[src/rtl/core/lap_pkg.sv]
// lap_pkg: shared types, constants and helper functions of the phaser block
// no dependencies; imported by the interfaces and every module of the block
package lap_pkg;

   localparam int SAMPLE_W        = 16;
   localparam int SINE_ENTRIES    = 1024;
   localparam int SINE_IDX_W      = 10;
   localparam int DELAY_FRAC_BITS = 8;
   localparam int DELAY_W         = 22;
   localparam int MIX_ONE         = 65536;
   localparam int SAT_W           = 40;
   localparam int CSR_IDX_W       = 3;
   localparam int CSR_DATA_W      = 32;

   localparam logic [CSR_IDX_W-1:0] CSR_PHASE_STEP   = 3'd0;
   localparam logic [CSR_IDX_W-1:0] CSR_BASE_DELAY   = 3'd1;
   localparam logic [CSR_IDX_W-1:0] CSR_SWEEP_DEPTH  = 3'd2;
   localparam logic [CSR_IDX_W-1:0] CSR_WET_MIX      = 3'd3;
   localparam logic [CSR_IDX_W-1:0] CSR_ALLPASS_GAIN = 3'd4;

   typedef logic signed [SAMPLE_W-1:0] sample_type;
   typedef logic [SINE_ENTRIES-1:0][SAMPLE_W-1:0] sine_rom_type;

   typedef struct packed {
      logic [31:0] phase_step;
      logic [11:0] base_delay;
      logic [11:0] sweep_depth;
      logic [16:0] wet_mix;
      logic [16:0] allpass_gain;
   } lap_cfg_type;

   function automatic sample_type sat16(input logic signed [SAT_W-1:0] v);
      sample_type r;
      if (v > SAT_W'(32767)) r = 16'sd32767;
      else if (v < -SAT_W'(32768)) r = -16'sd32768;
      else r = SAMPLE_W'(v);
      return r;
   endfunction

   // quarter-wave fold and taylor series to x^9 in q30
   function automatic sample_type sine_entry(input int unsigned idx);
      longint unsigned u;
      longint unsigned r;
      longint unsigned q;
      longint x;
      longint x2;
      longint t;
      longint s;
      longint v;
      u = {32'(idx), 32'd0} / 64'(SINE_ENTRIES);
      q = (u >> 30) & 64'd3;
      r = u & 64'h3FFF_FFFF;
      if (q[0]) r = 64'h4000_0000 - r;
      x = signed'((r * 64'd1686629713) >> 30);
      x2 = (x * x) >>> 30;
      s = x;
      t = ((x * x2) >>> 30) / 6;
      s = s - t;
      t = ((t * x2) >>> 30) / 20;
      s = s + t;
      t = ((t * x2) >>> 30) / 42;
      s = s - t;
      t = ((t * x2) >>> 30) / 72;
      s = s + t;
      if (s < 0) s = 0;
      v = (s + 16384) >>> 15;
      if (v > 32767) v = 32767;
      if (q >= 64'd2) v = -v;
      return SAMPLE_W'(v);
   endfunction

   function automatic sine_rom_type build_sine_rom();
      sine_rom_type rom;
      for (int i = 0; i < SINE_ENTRIES; i++) begin
         rom[i] = sine_entry(i);
      end
      return rom;
   endfunction

endpackage

[src/rtl/core/lap_queue.sv]
// lap_queue: two-entry fifo of read commands between front and back
// depends on lap_pkg for style only
module lap_queue import lap_pkg::*; #(
   parameter int WIDTH = 8
) (
   input  logic             clock,
   input  logic             reset,
   input  logic             push,
   input  logic [WIDTH-1:0] push_data,
   output logic             full,
   input  logic             pop,
   output logic             not_empty,
   output logic [WIDTH-1:0] pop_data
);
   logic [WIDTH-1:0] slot_ff [2];
   logic             wr_ff, rd_ff;
   logic [1:0]       count_ff;

   assign full      = (count_ff == 2'd2);
   assign not_empty = (count_ff != 2'd0);
   assign pop_data  = slot_ff[rd_ff];

   always_ff @(posedge clock) begin
      if (push) slot_ff[wr_ff] <= push_data;
      if (reset) begin
         wr_ff    <= 1'b0;
         rd_ff    <= 1'b0;
         count_ff <= 2'd0;
      end else begin
         if (push) wr_ff <= ~wr_ff;
         if (pop) rd_ff <= ~rd_ff;
         count_ff <= count_ff + 2'(push) - 2'(pop);
      end
   end

endmodule

[config.mk]
export PLATFORM = sky130hd
export DESIGN_NAME = lap_queue
export DESIGN_NICKNAME = d
export VERILOG_FILES = /design/src/rtl/core/lap_pkg.sv /design/src/rtl/core/lap_queue.sv
export SDC_FILE = /design/constraint.sdc
export NUM_CORES = 1
export LEC_CHECK = 0
export BUFFER_PORTS_ARGS = -buffer_cell sky130_fd_sc_hd__buf_2
export CORE_MARGIN = 4
export CORE_UTILIZATION = 52
export CTS_BUF_LIST = sky130_fd_sc_hd__clkbuf_16
export CTS_CLUSTER_SIZE = 14
export DETAILED_ROUTE_END_ITERATION = 6
export GPL_TIMING_DRIVEN = 0
export PLACE_DENSITY = 0.89
export SETUP_SLACK_MARGIN = 0.05
export SYNTH_ARGS = -nofsm -noshare
export SYNTH_HDL_FRONTEND = slang
export SYNTH_SLANG_ARGS = --single-unit
export TNS_END_PERCENT = 100
[constraint.sdc]
create_clock -name clock -period 2 [get_ports clock]
set_clock_uncertainty 0.2 [all_clocks]
set_input_delay 0.1 -clock clock [delete_from_list [all_inputs] [get_ports clock]]
set_output_delay 0.1 -clock clock [all_outputs]
set_load 0.01 [all_outputs]
# == Word-level counts from Yosys, hierarchy flattened ==
# Memory sizes are Yosys's and may differ from the RTL's. A register that Yosys moved wholly into a read port is not among the register bits.
# Index checks and enable logic that the tools add are counted.
# classes
reduce_logical,1
bitwise,2
n_addsub,2
n_mux,4
n_eq_ne,1
# op_table
operator,n
2-to-1 mux 1 bit,4
adder 2 x 1 -> 2 bit,1
"equality test 2 bit, second input constant",1
NOT 1 bit,2
nonzero test 2 bit,1
subtractor 2 x 1 -> 2 bit,1
# word_totals
n_memories,1
ff_bits,4
wordCells,14
inputBits,12
ram_bits,16
out_inout_bits,10
# memory_table
name,depth,width,read_ports,rd_clocked_by_memory_dff,write_ports,line,source
slot_ff,2,8,1,1,1,lap_queue.sv:15,logic [WIDTH-1:0] slot_ff [2];

# == Logic depth before layout (Yosys ltp) ==
# Gate-level depths: netlist of run 1.
# depth
depth_word,3
mapped_depth,6
mapped_depth_nobuf,6

# == Worst setup path before layout of run 1 ==
# No wires, ideal clock.
# synth_path
path_type,register to register
from,register count_ff[0]
to,register count_ff[1]
path_stages_with_launch,7
setup_ps,110
path_slack_ps,668
period_less_slack_ps,1332
arrival_time_ps,1022
t_required_ps,1690
n_path_buf,0
cell_sequence,dfxtp_1 -> inv_1 -> ha_1 -> inv_1 -> ha_1 -> xnor3_1 -> nor2_1
# synth_between
elab_chain_cells,2
# synth_rtl
element,line,source
"start, declared",lap_queue.sv:17,logic [1:0] count_ff;
"start signal, assigned",lap_queue.sv:32,count_ff <= count_ff + 2'(push) - 2'(pop);
adder 2 x 1 -> 2 bit,lap_queue.sv:32,
subtractor 2 x 1 -> 2 bit,lap_queue.sv:32,
# Every way passes these cells.
# A chain may end at the register's enable or synchronous reset.

==> run_results.csv, run 1 <==
group,metric,value,unit
status,status,"finished, final reports clean",
grt,grt_max_degree,12,
min_path,worstHoldStart,"push",
cts,clk_latency,250,ps
routing,wl,1410,µm
sta,rsz0062_at_grt,"false",
floorplanning,boundaryPins,22,
floorplanning,initial_utilization,58.2,%
routing,wl_per_cell,14.5,µm
logic_synthesis,synth_area_leaders,"edfxtp_1 60%, dfxtp_1 13%, mux2_1 11%",
grt,grt_pass1_vias,494,
cts,path_clk_slew,50,ps
critical_path,cp_cell_sequence,"buf_2 > mux2_1 > buf_2",
sta,fin_crit_sh,78.5,%
cts,htreeDepth,1,
critical_path,path_max_fanout,8,
finish,layout_common_cells,"22 x buf_2, 16 x edfxtp_1, 11 x dlygate4sd3_1",
sta,tightest_slew,701,ps
logic_synthesis,synth_largest_area_cell,"edfxtp_1",
logic_synthesis,ys_warn_count,0,
cts,cts_tree,"built",
routing,detail-route-antenna-nets,0,
place,gp_congestion,0.659,
logic_synthesis,synthesis.nets,60,
floorplanning,die_area,0.00222,mm²
logic_synthesis,syn_area_per_cell,17.3,µm²
critical_path,arrival,1270,ps
routing,first_pass_iters,2,
logic_synthesis,synthCells,46,
routing,viasPerCell,4.90,
place,dp_slack,511,ps
sta,drv_slew,0,
sta,finalSetupTns,0,ps
place,dp_hpwl,941,µm
critical_path,crit_slowest_cell,"mux2_1",
grt,globalRouteTotalUtil,15.5,%
sta,fmax,637,MHz
cts,cts_buffers,3,
routing,dr_total_vias,475,
critical_path,startpoint_type,"register",
sta,setup_viol,0,
min_path,hp-class,"primary input to register",
logic_synthesis,ys_ff_latch,21,
finish,post_route_cells_drive_above_1_share,30.5,%
logic_synthesis,synth_area,795,µm²
power_and_ir_drop,power_density,986,mW/mm²
sta,period_needed,1570,ps
cts,cts_root_buf,"clkbuf_16",
sta,slew_headroom,53.2,%
critical_path,cp_data_required_time,1700,ps
critical_path,r2r_start,"wr_ff",
critical_path,worstSetupPathType,"register to primary output",
floorplanning,coreArea,0.00137,mm²
cts,cts_buffer_depth,2,
finish,num_antenna_cells,0,
sta,final-hold-violation-count,0,
critical_path,cp-end-kind,"primary output",
power_and_ir_drop,p_leak,0.000463,µW
floorplanning,die_h,47.1,µm
logic_synthesis,ys_seq_area_share,73.1,%
cts,cts_sinks,21,
floorplanning,rows,13,
power_and_ir_drop,ir_drop,0.681,mV
routing,drt-initial-drc-count,4,
finish,final_common_cell,"buf_2",
grt,grt.overflow.total,0,
critical_path,crit_top_cell,"buf_2",
logic_synthesis,ys_types,12,
grt,antenna_found_initial,0,
job,max_cap_violations,0,
floorplanning,die_x,47.1,µm
finish,syn2layout_area_growth,39.4,%
place,io_buffers,21,
logic_synthesis,yosysTopAreaCellShare,60.5,%
finish,finalNetCount,97,
grt,grt_pass1_wl,2130,µm
critical_path,critPathMaxStageDelay,360,ps
routing,drcViolationCount,0,
cts,cts.repair.resized,0,
sta,setup_slack,431,ps
-- power breakdown --
part	switching, µW	internal (µW)	leakage, µW	total [µW]
logic	73.0	91.0	0.000229	164
clock network	140	266	0.0000423	406
registers	14.3	508	0.000192	522
-- final cells by class --
type	count	area (µm²)
tap	15	18.8
fill	72	259
buffer	1	5.00
inverter	2	7.51
timing repair buffer	32	215
multi-input combinational	22	201
sequential	21	581
clock buffer	3	75.1
clock inverter	1	3.75
-- worst max-delay path, delay by kind of cell, from the launching register on --
family	cells	cell delay [ps]
DFF	1	300
muxes	1	360
buffers and inverters	2	360
-- state kept, by name, indices dropped and copies added, names as in the netlist, named ones only --
| signal | flops |
|---|---|
| rd_ff | 1 |
| slot_ff | 16 |
| count_ff | 2 |
| wr_ff | 1 |
-- path summary, 6_finish.rpt --
check | end | slack (ps) | depth (start not counted)
hold reg to reg | rd_ff | 340 | 2
hold / removal | count_ff[0] | 40 | 3
setup reg to reg | slot_ff[0][3] | 540 | 1
setup / recovery | pop_data[0] | 430 | 3
-- metal layers --
layer  share of wire (%)  global-route usage [%]  vias up
met5                   0                       0        -
met4                 1.1                    4.97        0
met3                 8.2                    9.20        2
met2                  51                    24.7       13
met1                  40                    17.4      224
li1                    -                       -      236
-- per-stage QoR --
stage          power [µW]  utilization, %  hold WS [ps]  cell area (µm²)  cells
6_report             1090            81.0          36.4             1110     97
5_1_grt              1140            81.0          68.1             1110     97
4_1_cts              1100            81.0          43.9             1110     97
3_5_place_dp          679            67.2          91.3              918     82
3_3_place_gp          668            67.2          87.7              918     82
2_1_floorplan         620               -         -28.4              795     46
-- kinds of logic (layout without fill, tap and decap cells) --
family | count (synthesis) | after routing | share of synthesized area [%]
DFF | 21 | 21 | 73.1
and+or+nand+nor | 9 | 9 | 5.83
xor gates and xnor gates | 3 | 3 | 5.04
buffers and inverters | 3 | 39 | 1.57
adders and majority gates | 2 | 2 | 3.15
muxes | 8 | 8 | 11.3
-- cells in the mapped netlist --
| cell type | instances |
|---|---|
| or2_1 | 1 |
| and2_1 | 1 |
| dfxtp_1 | 5 |
| buf_2 | 1 |
| edfxtp_1 | 16 |
| ha_1 | 2 |
| xnor2_1 | 2 |
| mux2_1 | 8 |
| nor2b_1 | 3 |
| nor2_1 | 4 |
| inv_1 | 2 |
| xnor3_1 | 1 |
-- what timing repair did --
| action | in CTS | in global routing |
|---|---|---|
| hold buffers | 11 | 0 |
| buffers inserted | 0 | 0 |
| endpoints found under the hold margin | 21 | 0 |
| endpoints found under the setup margin | 0 | 0 |
(Power assumes the default switching activity.)
==> run 2: changes to the inputs <==
--- a/config.mk
+++ b/config.mk
@@ -7,12 +7,12 @@
 export LEC_CHECK = 0
 export BUFFER_PORTS_ARGS = -buffer_cell sky130_fd_sc_hd__buf_2
 export CORE_MARGIN = 4
-export CORE_UTILIZATION = 52
+export CORE_UTILIZATION = 44
 export CTS_BUF_LIST = sky130_fd_sc_hd__clkbuf_16
 export CTS_CLUSTER_SIZE = 14
 export DETAILED_ROUTE_END_ITERATION = 6
 export GPL_TIMING_DRIVEN = 0
-export PLACE_DENSITY = 0.89
+export PLACE_DENSITY = 0.82
 export SETUP_SLACK_MARGIN = 0.05
 export SYNTH_ARGS = -nofsm -noshare
 export SYNTH_HDL_FRONTEND = slang
==> constraint.sdc (replaced) <==
create_clock -name clock -period 1.3 [get_ports clock]
set_clock_uncertainty 0.2 [all_clocks]
set_input_delay 0.065 -clock clock [delete_from_list [all_inputs] [get_ports clock]]
set_output_delay 0.065 -clock clock [all_outputs]
set_load 0.01 [all_outputs]
==> run 2 against run 1 <==
The run now ends with negative setup slack left. Combinational power grew 120%. Core utilization fell by 8.4 points. Hold slack lost 7.7 ps. Critical path type unchanged. Largest cell class unchanged.
==> run_results.csv, run 2 (same netlist as run 1, synthesis figures left out) <==
group,metric,value,unit
status,status,"complete, but fails checks",
status,violations,"negative setup slack",
floorplanning,die_x,50.5,µm
routing,wl_per_cell,14.3,µm
routing,first_pass_iters,2,
critical_path,cp.buffers_inverters,2,
place,dp_slack,-65.1,ps
cts,clk_latency,250,ps
grt,grt_util_met3,5.04,%
cts,path_clk_slew,50,ps
routing,drcViolationCount,0,
grt,grt_use_met1,15.1,%
sta,final-hold-violation-count,0,
sta,fin_crit_sh,109,%
sta,tightest_slew,269,ps
critical_path,path_delay_family,"flip-flops",
critical_path,arrival,1160,ps
grt,grt_pass1_vias,536,
sta,period_needed,1420,ps
cts,htreeDepth,1,
critical_path,worstSetupPathType,"register to primary output",
place,dp_hpwl,833,µm
critical_path,cp_data_required_time,1030,ps
grt,grt_max_degree,12,
grt,grt-busiest-layer,"met2",
critical_path,cp-end-kind,"primary output",
finish,finalNetCount,97,
floorplanning,coreArea,0.00173,mm²
grt,grt.overflow.total,0,
critical_path,critPathMaxStageDelay,330,ps
finish,utilization,72.7,%
floorplanning,rows,15,
critical_path,startpoint_type,"register",
sta,setup_viol,9,
finish,layout_common_cells,"16 x edfxtp_1, 13 x buf_2, 11 x dlygate4sd3_1",
finish,reg_top3,"slot_ff x16, count_ff x2",
job,max_cap_violations,0,
power_and_ir_drop,total_power,1790,µW
sta,rsz0062_at_grt,"true",
sta,hold_slack,28.8,ps
grt,grt_pass1_wl,2580,µm
sta,drv_slew,0,
sta,slew_headroom,82.1,%
min_path,hp-class,"primary input to register",
routing,detail-route-antenna-nets,0,
power_and_ir_drop,power_density,1430,mW/mm²
finish,largest_reg_flops,16,
floorplanning,die_h,50.5,µm
grt,antenna_found_initial,0,
grt,globalRouteTotalUtil,15.1,%
place,gp_congestion,0.637,
sta,fmax,703,MHz
finish,num_antenna_cells,0,
floorplanning,die_area,0.00255,mm²
floorplanning,boundaryPins,22,
power_and_ir_drop,ir_drop,0.956,mV
cts,cts_tree,"built",
cts,cts_root_buf,"clkbuf_16",
cts,cts_sinks,21,
cts,cts_buffer_depth,2,
critical_path,path_max_fanout,8,
routing,viasPerCell,4.48,
sta,setup_slack,-122,ps
grt,met2_usage,25.9,%
floorplanning,initial_utilization,46.0,%
finish,top_register,"slot_ff",
sta,finalSetupTns,-918,ps
finish,post_route_cells_drive_above_1_share,51.2,%
routing,drt-initial-drc-count,1,
critical_path,crit_slowest_cell,"dfxtp_2",
critical_path,cp_cell_sequence,"buf_8 > mux2_4 > buf_6",
finish,syn2layout_area_growth,58.0,%
place,io_buffers,21,
routing,dr_total_vias,479,
routing,wl,1530,µm
cts,cts_buffers,3,
finish,final_common_cell,"edfxtp_1",
power_and_ir_drop,p_leak,0.000521,µW
run 2: layout make-up:
cell class | instances | area [µm²]
buffer | 1 | 15.0
inverter | 2 | 7.51
timing repair buffer | 32 | 265
tap | 25 | 31.3
sequential | 21 | 583
clock inverter | 1 | 3.75
fill | 119 | 472
multi-input combinational | 22 | 274
clock buffer | 3 | 75.1
run 2: stage by stage:
| stage | std cells | cell area [µm²] |
|---|---|---|
| after floorplan | 46 | 798 |
| after global placement | 92 | 935 |
| after detailed placement | 92 | 935 |
| after CTS | 107 | 1250 |
| after global routing | 107 | 1250 |
| final | 107 | 1250 |
run 2: layer usage:
metal  share of wire, %  wire length [µm]
met3                6.8               105
met1                 35               543
met5                  0                 0
met2                 55               839
met4                3.0                46
run 2: worst paths after layout:
kind,start,to,slack [ps],cells past startpoint
worst min-delay path,push,count_ff[0],30,3
worst max register to register,count_ff[0],count_ff[1],-40,6
worst min register to register,rd_ff,rd_ff,330,2
worst max-delay path,register,pop_data[1],-120,3
run 2: repair_timing:
action,4_1_cts,5_1_grt
hold buffers,11,0
buffers inserted,0,0
pin swaps,2,1
endpoints found under the hold margin,21,0
gates cloned,0,0
resized for setup,27,2
setup endpoints to repair,26,18
run 2: worst register-to-register path, stage by stage, from the launching register on:
cell and delay [ps]:
dfxtp_2 330, inv_2 50, ha_4 250, inv_2 40, ha_4 140, xnor3_1 180
nor2_1 40
run 2: where the power goes:
part	internal, µW	switching (µW)	leakage [µW]
clock	409	217	0.0000423
combinational	220	134	0.000286
sequential	783	26.6	0.000192
total	1410	377	0.000521
